## src/rtl/core/assert_macros.svh

```systemverilog
// Assertion macros for the grid line collision check RTL.
// Depends on nothing; included by the files that carry assertions.
`ifndef ASSERT_MACROS_SVH
`define ASSERT_MACROS_SVH

`ifndef SYNTHESIS
`define ASSERT_PROP(lbl, clk, rstn, prop, msg) \
  lbl: assert property (@(posedge clk) disable iff (!rstn) prop) else $error(msg);
`define ASSERT_NEVER(lbl, clk, rstn, expr, msg) \
  lbl: assert property (@(posedge clk) disable iff (!rstn) !(expr)) else $error(msg);
`else
`define ASSERT_PROP(lbl, clk, rstn, prop, msg)
`define ASSERT_NEVER(lbl, clk, rstn, expr, msg)
`endif

`endif

```

## src/rtl/core/glcc_pkg.sv

```systemverilog
// Types and constants of the grid line collision check.
// No dependencies; imported by every module of the block but glcc_ram.
package glcc_pkg;

  localparam int COORD_W  = 7;
  localparam int ERR_W    = 11;
  localparam int S_DATA_W = 32;
  localparam int M_DATA_W = 8;

  typedef logic [COORD_W-1:0]        coord_t;
  typedef logic signed [ERR_W-1:0]   err_t;

  typedef enum logic {
    KIND_WRITE = 1'b0,
    KIND_CHECK = 1'b1
  } kind_e;

  typedef enum logic [1:0] {
    ST_CLEAR,
    ST_IDLE,
    ST_WALK,
    ST_DONE
  } state_e;

  typedef struct packed {
    logic [S_DATA_W-4*COORD_W-2:0] pad;
    logic                          cell_value;
    coord_t                        end_y;
    coord_t                        end_x;
    coord_t                        start_y;
    coord_t                        start_x;
  } s_item_t;

  typedef struct packed {
    logic clr_en;
    logic wr_en;
    logic load;
    logic step;
    logic latch;
    logic out_load;
  } cmd_t;

  typedef struct packed {
    logic clear_last;
    logic issued_last;
    logic done;
  } sts_t;

endpackage

```

## src/rtl/core/glcc_ctrl.sv

```systemverilog
// Controller of the grid line collision check: clear pass, item intake, walk, result hand-off.
// Depends on glcc_pkg and assert_macros.svh.
`include "assert_macros.svh"

module glcc_ctrl (
  input  logic            clk_i,
  input  logic            rst_ni,
  input  logic            s_tvalid_i,
  input  glcc_pkg::kind_e s_kind_i,
  output logic            s_tready_o,
  output logic            m_tvalid_o,
  input  logic            m_tready_i,
  output glcc_pkg::cmd_t  cmd_o,
  input  glcc_pkg::sts_t  sts_i
);
  import glcc_pkg::*;

  state_e state_q, state_d;
  logic   m_tvalid_q, m_tvalid_d;

  always_ff @(posedge clk_i or negedge rst_ni) begin
    if (!rst_ni) begin
      state_q    <= ST_CLEAR;
      m_tvalid_q <= 1'b0;
    end else begin
      state_q    <= state_d;
      m_tvalid_q <= m_tvalid_d;
    end
  end

  always_comb begin
    state_d    = state_q;
    cmd_o      = '0;
    s_tready_o = 1'b0;
    unique case (state_q)
      ST_CLEAR: begin
        cmd_o.clr_en = 1'b1;
        if (sts_i.clear_last) begin
          state_d = ST_IDLE;
        end
      end
      ST_IDLE: begin
        s_tready_o = 1'b1;
        if (s_tvalid_i) begin
          if (s_kind_i == KIND_CHECK) begin
            cmd_o.load = 1'b1;
            state_d    = ST_WALK;
          end else begin
            cmd_o.wr_en = 1'b1;
          end
        end
      end
      ST_WALK: begin
        cmd_o.step = !sts_i.issued_last;
        if (sts_i.done) begin
          cmd_o.latch = 1'b1;
          state_d     = ST_DONE;
        end
      end
      ST_DONE: begin
        if (!m_tvalid_q || m_tready_i) begin
          cmd_o.out_load = 1'b1;
          state_d        = ST_IDLE;
        end
      end
    endcase
    m_tvalid_d = cmd_o.out_load || (m_tvalid_q && !m_tready_i);
  end

  assign m_tvalid_o = m_tvalid_q;

  `ASSERT_NEVER(a_out_overwrite, clk_i, rst_ni, cmd_o.out_load && m_tvalid_q && !m_tready_i, "result register overwritten")
  `ASSERT_PROP(a_check_walks, clk_i, rst_ni, (s_tvalid_i && s_tready_o && s_kind_i == KIND_CHECK) |=> (state_q == ST_WALK), "check item did not start a walk")
  `ASSERT_PROP(a_clear_complete, clk_i, rst_ni, $fell(state_q == ST_CLEAR) |-> $past(sts_i.clear_last), "clear pass left early")

endmodule

```

## config.mk

```make
export PLATFORM = sky130hd
export DESIGN_NAME = glcc_ctrl
export DESIGN_NICKNAME = d
export VERILOG_FILES = /design/src/rtl/core/glcc_pkg.sv /design/src/rtl/core/glcc_ctrl.sv
export VERILOG_INCLUDE_DIRS = /design/src /design/src/rtl/core
export SDC_FILE = /design/constraint.sdc
export NUM_CORES = 1
export LEC_CHECK = 0
export ABC_AREA = 1
export ABC_CLOCK_PERIOD_IN_PS = 3230
export BUFFER_PORTS_ARGS = -buffer_cell sky130_fd_sc_hd__buf_2
export CORE_AREA = 2 2 39 41
export CTS_CLUSTER_DIAMETER = 80
export DETAILED_ROUTE_END_ITERATION = 10
export DIE_AREA = 0 0 41 43
export PLACE_DENSITY = 0.44
export SYNTH_ARGS = -nofsm -noshare
export SYNTH_HDL_FRONTEND = slang
export SYNTH_SLANG_ARGS = --single-unit
export TNS_END_PERCENT = 10
```

## constraint.sdc

```tcl
create_clock -name clk_i -period 3.23 [get_ports clk_i]
set_clock_uncertainty 0.2 [all_clocks]
set_input_delay 0.1615 -clock clk_i [delete_from_list [all_inputs] [get_ports clk_i]]
set_output_delay 0.1615 -clock clk_i [all_outputs]
set_load 0.02 [all_outputs]
```

# Word-level counts from Yosys, hierarchy flattened
# Cells that the tools add are included.
[classes] n_eq_ne=8 mux=16 n_reduce_logical=8
[ops] cell="2-bit 2-to-1 mux" n=8
[ops] cell="2-bit inequality test, second input constant" n=5
[ops] cell="2-bit case mux with 4 select lines" n=1
[ops] cell="1-bit 2-to-1 mux" n=7
[ops] cell="5-bit AND reduction" n=1
[ops] cell="2-bit == test, second input constant" n=2
[ops] cell="1-bit zero test" n=3
[ops] cell="2-bit by 1-bit == test with 1-bit output, second input constant" n=1
[ops] cell="2-bit zero test" n=1
[ops] cell="1-bit logical OR" n=2
[ops] cell="1-bit logical AND" n=1
[word_totals] ff_bits=3 inputBits=8 out_inout_bits=8 word_cells=34

# Logic depth before layout (Yosys ltp)
# Gate-level depths: netlist (run 1).
[logic_depth] depth_word=5 depth_mapped=7 ltp_nobuf=7

# Least setup slack after synthesis (run 1)
# No wires, ideal clock.
[synth_timing] path_type="register to output" start="reg state_q[1]" end="out cmd_o[4] (netlist bit)" arrival_time_ns=1.174 required_ns=2.868 path_slack_ns=1.695 stages_incl_launch_ff=5 cell_sequence="dfrtp_1 > inv_1 > ha_1 > nand2_1 > nor2_1"
[synth_lines] item="start, declared" line_no="glcc_ctrl.sv:18" rtl="state_e state_q, state_d;"
[synth_lines] item="start signal, assigned" line_no="glcc_ctrl.sv:26" rtl="state_q <= state_d;"
[synth_lines] item="end, declared" line_no="glcc_ctrl.sv:13" rtl="output glcc_pkg::cmd_t cmd_o,"

==> Flow_metrics.wiki, run 1 <==
{| class="wikitable"
! Metric !! Value
|-
| Core region area || 1380 sq um
|-
| Floorplan die area || 1760 sq um
|-
| Worst slew margin relative to its limit || 0.886
|-
| Fin crit share || 0.506
|-
| Initial core utilization || 0.207
|-
| Dominant cells by area after synthesis || sky130_fd_sc_hd__dfrtp_1 (26%), sky130_fd_sc_hd__ha_1 (22%), sky130_fd_sc_hd__inv_1 (13%), sky130_fd_sc_hd__nand2_1 (13%), sky130_fd_sc_hd__nand2_2 (6.6%)
|-
| Worst path most repeated cell || sky130_fd_sc_hd__inv_1
|-
| Shortest period the worst path allows || 1630 ps
|-
| Routed Wire Length || 545 um
|-
| Layout cell share with drive strength beyond 1 || 0.393
|-
| Initial DRC count || 1
|-
| Max-slew violation total from the final report || 0
|-
| Critical path class || flop to primary output
|-
| Clock insertion delay at the later pin of the skew report || 230 ps
|-
| Worst Tran Pin Value || 171 ps
|-
| Pwr dens || 886 nW/um^2
|-
| Layout overhead on the synthesized area || 49.3%
|-
| Maximum fanout encountered on the critical timing path || 4
|-
| Number of placement rows || 14
|-
| Critical path data arrival time || 1270 ps
|-
| Largest area contributor in the synthesized netlist || sky130_fd_sc_hd__dfrtp_1
|-
| Total Neg Setup Slack || 0 ps
|-
| Avg Vias per Cell || 3.70
|-
| Buffers from clock root to sink, at most || 2
|-
| DIE HEIGHT || 43 um
|-
| CTS root buffer || sky130_fd_sc_hd__clkbuf_4
|-
| Synth Instances || 40
|-
| Number of antenna violations at the first check in global routing || 0
|-
| Top-level I/O count || 16
|-
| Maximum number of pins on one net before global-route repair || 6
|-
| CTS clock-pin slew for the worst setup and hold paths || 40 ps
|-
| Leakage power total || 0.268 nW
|-
| Startpoint Class || flop
|-
| Total routing resource utilization after global routing || 0.0663
|-
| Post-place instance area || 382 sq um
|-
| Critical path, cell by cell || inv_1, ha_1, inv_1, nor2_1, buf_2
|-
| Placed wire-length estimate || 447 um
|-
| Final cell count without fillers || 77
|-
| Post-layout nets || 75
|-
| Cell family with most CP delay || flip-flops
|-
| Worst path required time || 2870 ps
|-
| Final-report setup violation count || 0
|-
| Final ANT Viol Nets || 0
|-
| Tot Pwr || 0.000379 W
|-
| Avg Inst Size Synth || 7.16 sq um
|-
| Number of enable-type register cells in the synthesized netlist || 0
|-
| Number of input and output port buffers inserted || 15
|-
| Num CTS Buffers || 3
|-
| Total via count in the routed design || 285
|-
| Drt wl/cell || 7.08 um
|-
| Pre-antenna DRT Iters || 2
|-
| CTS tree || done
|-
| Hold Path Class || input port to asynchronous set/reset pin
|-
| Share of synthesized area occupied by flip-flops and latches || 0.262
|-
| Netlist area before placement || 287 sq um
|-
| Critical path's slowest cell || sky130_fd_sc_hd__dfrtp_1
|-
| Remaining DRCs || 0
|-
| Clk sinks || 3
|-
| Post-Syn Nets || 53
|-
| Synth warn || 0
|-
| Inst Count DP || 71
|-
| Number of global-route vias before repair || 236
|-
| Final hold viol count || 0
|-
| Depth of the CTS H-tree || 1
|-
| Horizontal die dimension || 41 um
|-
| Largest stage delay on the critical path || 400 ps
|-
| Area share of the largest cell type after synthesis || 0.262
|-
| Proportion of synthesized flip-flops having asynchronous set or reset || 1.00
|-
| RSZ-0062 raised after global routing || no
|-
| Outcome || complete, no violations
|-
| Post-cts sizing count || 0
|-
| Number of inserted diodes || 0
|-
| Reg2reg setup slack || 1860 ps
|-
| Final Instance Area || 428 sq um
|-
| Wire length of the first global-routing pass || 786 um
|-
| Capture instance of the worst register-to-register path || state_q[0]$_DFFE_PN0P_
|-
| Number of setup buffers added after CTS || 0
|-
| Buf+Inv Stages, Crit Path || 3
|-
| Number of cells on the worst reg-to-reg path || 6
|-
| Number of synthesized register bits || 3
|-
| Worst setup EP type || primary output
|-
| Count of max-cap constraint violations || 0
|-
| GPL Wtd Cong || 0.677
|-
| Beginning of the worst register-to-register path || state_q[0]$_DFFE_PN0P_
|-
| Overflow left after global routing || 0
|-
| Post-synth top flop || sky130_fd_sc_hd__dfrtp_1
|-
| Post-synthesis cell type count || 11
|-
| Worst-case vdd ir drop || 0.281 mV
|-
| Leading cell types by count after synthesis || sky130_fd_sc_hd__inv_1 (10), sky130_fd_sc_hd__nand2_1 (10), sky130_fd_sc_hd__ha_1 (5)
|-
| Max frequency || 612 MHz
|}
==> worst register-to-register path, delay by kind of cell, from the launching register on <==
family	cells	cell delay, ps
fa+ha+maj	1	240
simple gates	4	320
buf+inv	1	80
flops	1	410
==> cells by family (layout without fill, tap and decap cells) <==
kind of cell,count (synthesis),after routing,share of synthesized area
and+or+nand+nor,20,20,0.358
AOI/OAI and AO/OA,1,1,0.0175
buffers and inverters,11,32,0.144
DFF,3,3,0.262
adders and majority gates,5,5,0.218
==> how the worst max path moves through the flow <==
stage | start | end | slack [ps] | cells after the start
finish | state_q[1]$_DFFE_PN0P_ | cmd_o[3] | 1600 | 5
global route | state_q[1]$_DFFE_PN0P_ | cmd_o[4] | 1490 | 5
global placement | state_q[1]$_DFFE_PN0P_ | cmd_o[3] | 1830 | 5
CTS | state_q[1]$_DFFE_PN0P_ | cmd_o[3] | 1580 | 5
detailed placement | state_q[1]$_DFFE_PN0P_ | cmd_o[4] | 1840 | 5
floorplan | state_q[1]$_DFFE_PN0P_ | cmd_o[4] | 1690 | 4
==> report_power, final <==
part / internal (W) / switching, W / total (W)
logic: 0.0000886 / 0.000145 / 0.000234
clock network: 0.0000463 / 0.0000189 / 0.0000652
registers: 0.0000583 / 0.0000216 / 0.0000799
total: 0.000193 / 0.000186 / 0.000379
==> layer usage <==
metal,track usage,share of wire,up-vias
li1,-,-,159
met1,0.0710,0.45,113
met2,0.100,0.44,13
met3,0.0157,0.10,0
met4,0.0600,0,0
met5,0,0,-
==> cell type report <==
| type | instances | area [sq um] |
|---|---|---|
| clock buffers | 4 | 26.3 |
| fillers | 158 | 956 |
| inverters | 11 | 41.3 |
| multi-input cells | 26 | 170 |
| flip-flops and latches | 3 | 75.1 |
| well taps | 16 | 20.0 |
| repair buffers | 17 | 95.1 |
==> timing repair <==
action,in CTS,in global routing
hold endpoints to repair,4,0
endpoints found under the setup margin,0,0
hold buffers,2,0
==> placed cells by master (no fill, tap or decap) <==
cell | Yosys | routed
sky130_fd_sc_hd__inv_2 | 1 | 1
sky130_fd_sc_hd__ha_1 | 5 | 5
sky130_fd_sc_hd__inv_1 | 10 | 10
sky130_fd_sc_hd__dfrtp_1 | 3 | 3
sky130_fd_sc_hd__nand4_1 | 2 | 2
sky130_fd_sc_hd__nor2_1 | 3 | 3
sky130_fd_sc_hd__nand3_2 | 1 | 1
sky130_fd_sc_hd__nand2_2 | 3 | 3
sky130_fd_sc_hd__clkbuf_1 | 0 | 1
sky130_fd_sc_hd__clkbuf_4 | 0 | 3
sky130_fd_sc_hd__nand4_2 | 1 | 1
sky130_fd_sc_hd__buf_2 | 0 | 15
sky130_fd_sc_hd__dlygate4sd3_1 | 0 | 2
sky130_fd_sc_hd__nand2_1 | 10 | 10
sky130_fd_sc_hd__a21oi_1 | 1 | 1
==> flip-flops by register name (all words and copies together), names as in the netlist <==
signal,count
state_q,2
m_tvalid_o,1
==> through the flow <==
stage	utilization	setup slack, ps	hold slack (ps)
after detailed placement	0.276	1840	-239
after floorplan	-	1690	-334
after global placement	0.276	1830	-238
after global routing	0.309	1490	62.0
after CTS	0.309	1580	44.0
final	0.309	1600	52.5
Note: power is estimated with default switching activity, not from simulation.
==> inputs of run 2 (changes only) <==
- ABC_AREA: 1 -> 0
- ABC_CLOCK_PERIOD_IN_PS: 3230 -> 1600
- PLACE_DENSITY: 0.44 -> 0.43
- clock period: 3.23 -> 1.6 ns (I/O delays scaled with it)
==> run 2 against run 1 <==
  * The flow now finishes with violations (setup timing)
  * Register-to-register slack worse by 2100 ps
  * Combinational power grew to 3.0 times the previous value
  * Non-clock buffer count is 10 higher
  * Clock power is 110% higher
  * Sequential power is 94% higher
  * Cell area is 21% higher
  * Critical path depth is 1 lower
  * Power grew to 2.6 times the previous value
  * Sequential share of layout area is 3.0 points lower
  * Critical path type is now flop to flop
  * Critical endpoint is now state_q[1]$_DFFE_PN0P_
  * Highest routed layer unchanged
==> Flow_metrics.wiki, run 2 <==
{| class="wikitable"
! Metric !! Value
|-
| Number of placement rows || 14
|-
| Total area of multi-input combinational cells || 211 sq um
|-
| Combinational Power Share || 0.703
|-
| Fin crit share || 1.13
|-
| Post-layout nets || 70
|-
| Tot Pwr || 0.000988 W
|-
| Critical path class || flop to flop
|-
| CTS root buffer || sky130_fd_sc_hd__clkbuf_4
|-
| CTS tree || done
|-
| Pre-antenna DRT Iters || 1
|-
| Final ANT Viol Nets || 0
|-
| Netlist area before placement || 279 sq um
|-
| Sequential cell area || 75.1 sq um
|-
| DIE HEIGHT || 43 um
|-
| Violated checks || setup timing
|-
| Proportion of synthesized flip-flops having asynchronous set or reset || 1.00
|-
| Remaining DRCs || 0
|-
| Overflow left after global routing || 0
|-
| Number of inserted diodes || 0
|-
| Shortest period the worst path allows || 1810 ps
|-
| Cell family with most CP delay || flip-flops
|-
| Dominant cells by area after synthesis || sky130_fd_sc_hd__dfrtp_1 (27%), sky130_fd_sc_hd__ha_1 (22%), sky130_fd_sc_hd__a2111oi_4 (9.9%), sky130_fd_sc_hd__mux2_4 (5.4%), sky130_fd_sc_hd__nor2b_4 (4.9%)
|-
| Number of synthesized register bits || 3
|-
| Number of input and output port buffers inserted || 15
|-
| Most numerous cell in the Yosys netlist || sky130_fd_sc_hd__ha_1
|-
| Worst slew margin relative to its limit || 0.800
|-
| Most common cell after layout, fill and taps aside || sky130_fd_sc_hd__buf_2
|-
| Clk sinks || 3
|-
| Synth Instances || 25
|-
| Internal cell power || 0.000602 W
|-
| Number of antenna violations at the first check in global routing || 0
|-
| Post-synth top flop || sky130_fd_sc_hd__dfrtp_1
|-
| Clock insertion delay at the later pin of the skew report || 240 ps
|-
| CTS clock-pin slew for the worst setup and hold paths || 40 ps
|-
| Floorplan die area || 1760 sq um
|-
| Num CTS Buffers || 3
|-
| Number of enable-type register cells in the synthesized netlist || 0
|-
| Area share of the largest cell type after synthesis || 0.269
|-
| Hold Path Class || input port to flop
|-
| Wire length of the first global-routing pass || 1.24 mm
|-
| Worst-case vdd ir drop || 0.807 mV
|-
| Initial core utilization || 0.202
|-
| Post-synthesis cell type count || 15
|-
| RSZ-0062 raised after global routing || yes
|-
| Horizontal die dimension || 41 um
|-
| FILL cells || 152
|-
| Layout cell share with drive strength beyond 1 || 0.625
|-
| Worst setup EP type || flop
|-
| Worst path required time || 1520 ps
|-
| Buffers from clock root to sink, at most || 2
|-
| Avg Inst Size Synth || 11.2 sq um
|-
| Total via count in the routed design || 280
|-
| Leakage power total || 0.281 nW
|-
| Final hold viol count || 0
|-
| Placed wire-length estimate || 558 um
|-
| Most frequent cells in the layout || sky130_fd_sc_hd__buf_2 (15), sky130_fd_sc_hd__buf_4 (8)
|-
| Final-report setup violation count || 5
|-
| Initial DRC count || 0
|-
| Worst Tran Pin Value || 300 ps
|-
| Max FFs per register || 2
|-
| Share of total power consumed by net switching || 0.391
|-
| Layout overhead on the synthesized area || 85.2%
|-
| Maximum number of pins on one net before global-route repair || 5
|-
| GPL Wtd Cong || 0.747
|-
| Worst path setup slack after routing || -212 ps
|-
| Sequential power share || 0.156
|-
| Max-slew violation total from the final report || 0
|-
| Maximum fanout encountered on the critical timing path || 3
|-
| Critical path's slowest cell || sky130_fd_sc_hd__dfrtp_1
|-
| Buf+Inv Stages, Crit Path || 0
|-
| Post-Syn Nets || 38
|-
| Critical path data arrival time || 1730 ps
|-
| Count of max-cap constraint violations || 0
|-
| Critical path, cell by cell || ha_2, and3b_1, a2111oi_4, mux2_4
|-
| Core region area || 1380 sq um
|-
| Share of synthesized area occupied by flip-flops and latches || 0.269
|-
| Clock Power Share || 0.140
|-
| Largest area contributor in the synthesized netlist || sky130_fd_sc_hd__dfrtp_1
|-
| Top-level I/O count || 16
|-
| Leading cell types by count after synthesis || sky130_fd_sc_hd__ha_1 (5), sky130_fd_sc_hd__dfrtp_1 (3)
|-
| Largest stage delay on the critical path || 400 ps
|-
| Register bank with the most flops || state_q
|-
| Routed Wire Length || 721 um
|-
| Pwr dens || 1910 nW/um^2
|-
| Number of global-route vias before repair || 325
|-
| Startpoint Class || flop
|-
| Outcome || finished with violations
|-
| Depth of the CTS H-tree || 1
|-
| Total routing resource utilization after global routing || 0.107
|-
| Drt wl/cell || 10.0 um
|-
| Synth warn || 0
|-
| Smallest hold slack || 129 ps
|-
| Max frequency || 552 MHz
|-
| Avg Vias per Cell || 3.89
|-
| Net switching power || 0.000386 W
|}
## run 2: cell count changes after synthesis, moves of 2 or more
cell,before,now
sky130_fd_sc_hd__and2_1,0,2
sky130_fd_sc_hd__nand4_1,2,0
sky130_fd_sc_hd__nor2_1,3,1
sky130_fd_sc_hd__inv_1,10,2
sky130_fd_sc_hd__nand2_2,3,1
sky130_fd_sc_hd__nand2_1,10,1
sky130_fd_sc_hd__nand2b_1,0,2
sky130_fd_sc_hd__nor2b_1,0,2
## run 2: timing repair
| item | in CTS | in global routing |
|---|---|---|
| hold buffers | 3 | 0 |
| endpoints found under the setup margin | 5 | 7 |
| gates resized for setup | 0 | 3 |
| buffers inserted | 0 | 1 |
| pin swaps | 1 | 1 |
| endpoints found under the hold margin | 4 | 0 |
## run 2: worst paths after layout
kind / start / endpoint / slack (ps) / cells after the start
min reg2reg: m_tvalid_o$_DFF_PN0_ / m_tvalid_o$_DFF_PN0_ / 350 / 2
max: state_q[0]$_DFFE_PN0P_ / state_q[1]$_DFFE_PN0P_ / -210 / 4
max reg2reg: state_q[0]$_DFFE_PN0P_ / state_q[1]$_DFFE_PN0P_ / -210 / 4
max in group asynchronous: rst_ni / state_q[0]$_DFFE_PN0P_ / 540 / 3
min: s_kind_i / state_q[1]$_DFFE_PN0P_ / 130 / 4
min in group asynchronous: rst_ni / m_tvalid_o$_DFF_PN0_ / 510 / 3
## run 2: worst reg2reg max path: cells and delay by family (launching register included)
| kind | cells | cell delay (ps) |
|---|---|---|
| mux | 1 | 330 |
| fa+ha+maj | 1 | 200 |
| flops | 1 | 400 |
| compound gates | 1 | 360 |
| simple gates | 1 | 200 |
## run 2: power groups by stage
stage | Clock (W) | Combinational (W) | Sequential (W)
final | 0.000139 | 0.000695 | 0.000155
after global routing | 0.000153 | 0.000774 | 0.000162
after CTS | 0.000149 | 0.000653 | 0.000152
after detailed placement | 0 | 0.000643 | 0.000152
after global placement | 0 | 0.000640 | 0.000150
after floorplan | 0 | 0.000362 | 0.000165
## run 2: metrics by stage
| stage | setup TNS, ps | setup slack [ps] | cells | utilization | area (sq um) |
|---|---|---|---|---|---|
| floorplan | -208 | -186 | 25 | - | 284 |
| global placement | -348 | -187 | 64 | 0.317 | 439 |
| detailed placement | -397 | -216 | 64 | 0.317 | 439 |
| CTS | -724 | -216 | 71 | 0.358 | 495 |
| global route | -1350 | -287 | 72 | 0.373 | 517 |
| finish | -703 | -212 | 72 | 0.373 | 517 |
## run 2: cells by family after synthesis
logic type,after synthesis,share of synthesized area
AOI/OAI and AO/OA,1,0.0987
adders and majority gates,5,0.224
buffers and inverters,2,0.0269
DFF,3,0.269
muxes,2,0.0897
and+or+nand+nor,12,0.291
## run 2: routing by layer
metal | part of all wire | track usage | up-vias | routed length [um]
li1 | - | - | 144 | -
met2 | 0.57 | 0.178 | 7 | 411
met5 | 0 | 0 | - | 0
met3 | 0.044 | 0.0314 | 0 | 32
met4 | 0 | 0.0800 | 0 | 0
met1 | 0.38 | 0.103 | 129 | 277
## run 2: cell type report
type / count / area share
Inverter: 2 / 0.0145
Multi-Input combinational cell: 20 / 0.409
Sequential cell: 3 / 0.145
Tap cell: 16 / 0.0387
Clock buffer: 4 / 0.0508
Timing Repair Buffer: 27 / 0.341
==> inputs of run 3 (changes only) <==
--- a/config.mk
+++ b/config.mk
@@ -11,5 +11,5 @@
 export BUFFER_PORTS_ARGS = -buffer_cell sky130_fd_sc_hd__buf_2
 export CORE_AREA = 2 2 39 41
-export CTS_CLUSTER_DIAMETER = 80
+export CTS_CLUSTER_DIAMETER = 30
 export DETAILED_ROUTE_END_ITERATION = 10
 export DIE_AREA = 0 0 41 43
==> constraint.sdc (replaced) <==
create_clock -name clk_i -period 1.6 [get_ports clk_i]
set_clock_uncertainty 0.2 [all_clocks]
set_input_delay 0.16 -clock clk_i [delete_from_list [all_inputs] [get_ports clk_i]]
set_output_delay 0.16 -clock clk_i [all_outputs]
set_load 0.02 [all_outputs]
==> run 3 against run 2 <==
  * The flow still finishes with violations (setup timing)
  * Power rose by 3.6%
  * Combinational power increased by 4.9%
  * Utilization down 0.27 points
  * Die area stayed put
  * Sequential power about the same
  * First-iteration DRC count unchanged
  * Maximum frequency hardly changed
  * Global-route usage shrank 0.20 points
  * Critical path type unchanged
  * Highest routed layer unchanged
==> Flow_metrics.wiki, run 3 (synthesized netlist as in run 2, its figures left out) <==
{| class="wikitable"
! Metric !! Value
|-
| Most common cell after layout, fill and taps aside || sky130_fd_sc_hd__buf_2
|-
| Core region area || 1380 sq um
|-
| Worst Tran Pin Value || 298 ps
|-
| Number of cells on the worst reg-to-reg path || 4
|-
| DIE HEIGHT || 43 um
|-
| Routed Wire Length || 693 um
|-
| Critical path data arrival time || 1730 ps
|-
| Destination of the worst hold path || m_tvalid_o$_DFF_PN0_
|-
| Count of max-cap constraint violations || 0
|-
| Violated checks || setup timing
|-
| RSZ-0062 raised after global routing || yes
|-
| Placed wire-length estimate || 558 um
|-
| Pwr dens || 2000 nW/um^2
|-
| Top-level I/O count || 16
|-
| Num CTS Buffers || 3
|-
| Horizontal die dimension || 41 um
|-
| Initial core utilization || 0.202
|-
| Layout cell share with drive strength beyond 1 || 0.704
|-
| GPL Wtd Cong || 0.747
|-
| Pre-antenna DRT Iters || 1
|-
| Post-layout nets || 68
|-
| Layout overhead on the synthesized area || 83.9%
|-
| Max-slew violation total from the final report || 0
|-
| Final hold viol count || 0
|-
| Shortest period the worst path allows || 1810 ps
|-
| Beginning of the worst register-to-register path || state_q[1]$_DFFE_PN0P_
|-
| Depth of the CTS H-tree || 1
|-
| Worst path setup slack after routing || -212 ps
|-
| Buffers from clock root to sink, at most || 2
|-
| Drt wl/cell || 9.90 um
|-
| Avg Vias per Cell || 3.86
|-
| Wire length of the first global-routing pass || 1.21 mm
|-
| Overflow left after global routing || 0
|-
| Remaining DRCs || 0
|-
| Startpoint Class || flop
|-
| Hold Path Class || input port to flop
|-
| Worst slew margin relative to its limit || 0.802
|-
| Leakage power total || 0.273 nW
|-
| Fin crit share || 1.13
|-
| CTS root buffer || sky130_fd_sc_hd__clkbuf_4
|-
| CTS tree || done
|-
| Final ANT Viol Nets || 0
|-
| Critical path class || flop to flop
|-
| Final cell count without fillers || 70
|-
| Total routing resource utilization after global routing || 0.105
|-
| Outcome || finished with violations
|-
| Capture instance of the worst register-to-register path || state_q[1]$_DFFE_PN0P_
|-
| Worst setup EP type || flop
|-
| Initial DRC count || 0
|-
| Clk sinks || 3
|-
| Worst-case vdd ir drop || 0.813 mV
|-
| Worst path required time || 1520 ps
|-
| Final-report setup violation count || 7
|-
| Total via count in the routed design || 270
|-
| CTS clock-pin slew for the worst setup and hold paths || 40 ps
|-
| Number of global-route vias before repair || 313
|-
| Inst Count DP || 64
|-
| Number of antenna violations at the first check in global routing || 0
|-
| Smallest hold slack || 27.9 ps
|-
| Number of placement rows || 14
|-
| Floorplan die area || 1760 sq um
|-
| Max frequency || 552 MHz
|-
| Clock insertion delay at the later pin of the skew report || 240 ps
|-
| Post-place instance area || 439 sq um
|-
| Final Util || 0.371
|-
| Number of input and output port buffers inserted || 15
|-
| Reg2reg setup slack || -210 ps
|-
| Maximum number of pins on one net before global-route repair || 5
|-
| Register bank with the most flops || state_q
|-
| Maximum fanout encountered on the critical timing path || 4
|-
| Number of inserted diodes || 0
|-
| Start point of the worst min-delay path || m_tready_i
|-
| Most frequent cells in the layout || sky130_fd_sc_hd__buf_2 (12), sky130_fd_sc_hd__buf_4 (10), sky130_fd_sc_hd__clkbuf_4 (3), sky130_fd_sc_hd__dfrtp_1 (3)
|-
| Max FFs per register || 2
|-
| Worst hold path cell count || 3
|-
| Final Instance Area || 513 sq um
|}
[run 3: critical path: stages (launching register included)]
cell and delay (ps):
sky130_fd_sc_hd__dfrtp_1 410, sky130_fd_sc_hd__ha_2 190, sky130_fd_sc_hd__and3b_1 200, sky130_fd_sc_hd__a2111oi_4 360
sky130_fd_sc_hd__mux2_4 330
[run 3: where the power goes]
group	internal (W)	switching, W
combinational	0.000422	0.000307
sequential	0.000117	0.0000381
clock	0.0000938	0.0000451
total	0.000633	0.000391
[run 3: repair_timing]
| action | CTS | global route |
|---|---|---|
| endpoints found under the hold margin | 3 | 0 |
| setup endpoints to repair | 8 | 9 |
| resized for setup | 2 | 8 |
| hold buffers | 1 | 0 |
| pin swaps | 1 | 2 |
| setup buffers | 0 | 1 |
[run 3: layer usage]
layer	share of wire	track usage	vias to the layer above
met1	0.37	0.0997	125
met5	0	0	-
met2	0.59	0.175	7
met4	0	0.0800	0
li1	-	-	138
met3	0.046	0.0314	0
[run 3: final cells by class]
class | count | area, sq um
fill | 154 | 871
multi-input combinational | 20 | 216
timing repair buffer | 25 | 168
sequential | 3 | 75.1
clock buffer | 4 | 26.3
tap | 16 | 20.0
inverter | 2 | 7.51
[run 3: stage by stage]
stage | power (W) | TNS, ps | setup slack (ps)
final | 0.00102 | -822 | -212
after global routing | 0.00113 | -1510 | -286
after CTS | 0.000957 | -958 | -216
after detailed placement | 0.000795 | -397 | -216
after global placement | 0.000790 | -348 | -187
after floorplan | 0.000527 | -208 | -186
[run 3: worst max-delay path by stage]
stage,start,end,slack [ps]
final,state_q[1]$_DFFE_PN0P_,state_q[1]$_DFFE_PN0P_,-210
after global routing,state_q[0]$_DFFE_PN0P_,state_q[1]$_DFFE_PN0P_,-290
after CTS,state_q[1]$_DFFE_PN0P_,state_q[1]$_DFFE_PN0P_,-220
after detailed placement,state_q[1]$_DFFE_PN0P_,state_q[1]$_DFFE_PN0P_,-220
after global placement,state_q[1]$_DFFE_PN0P_,state_q[1]$_DFFE_PN0P_,-190
after floorplan,state_q[1]$_DFFE_PN0P_,state_q[1]$_DFFE_PN0P_,-190
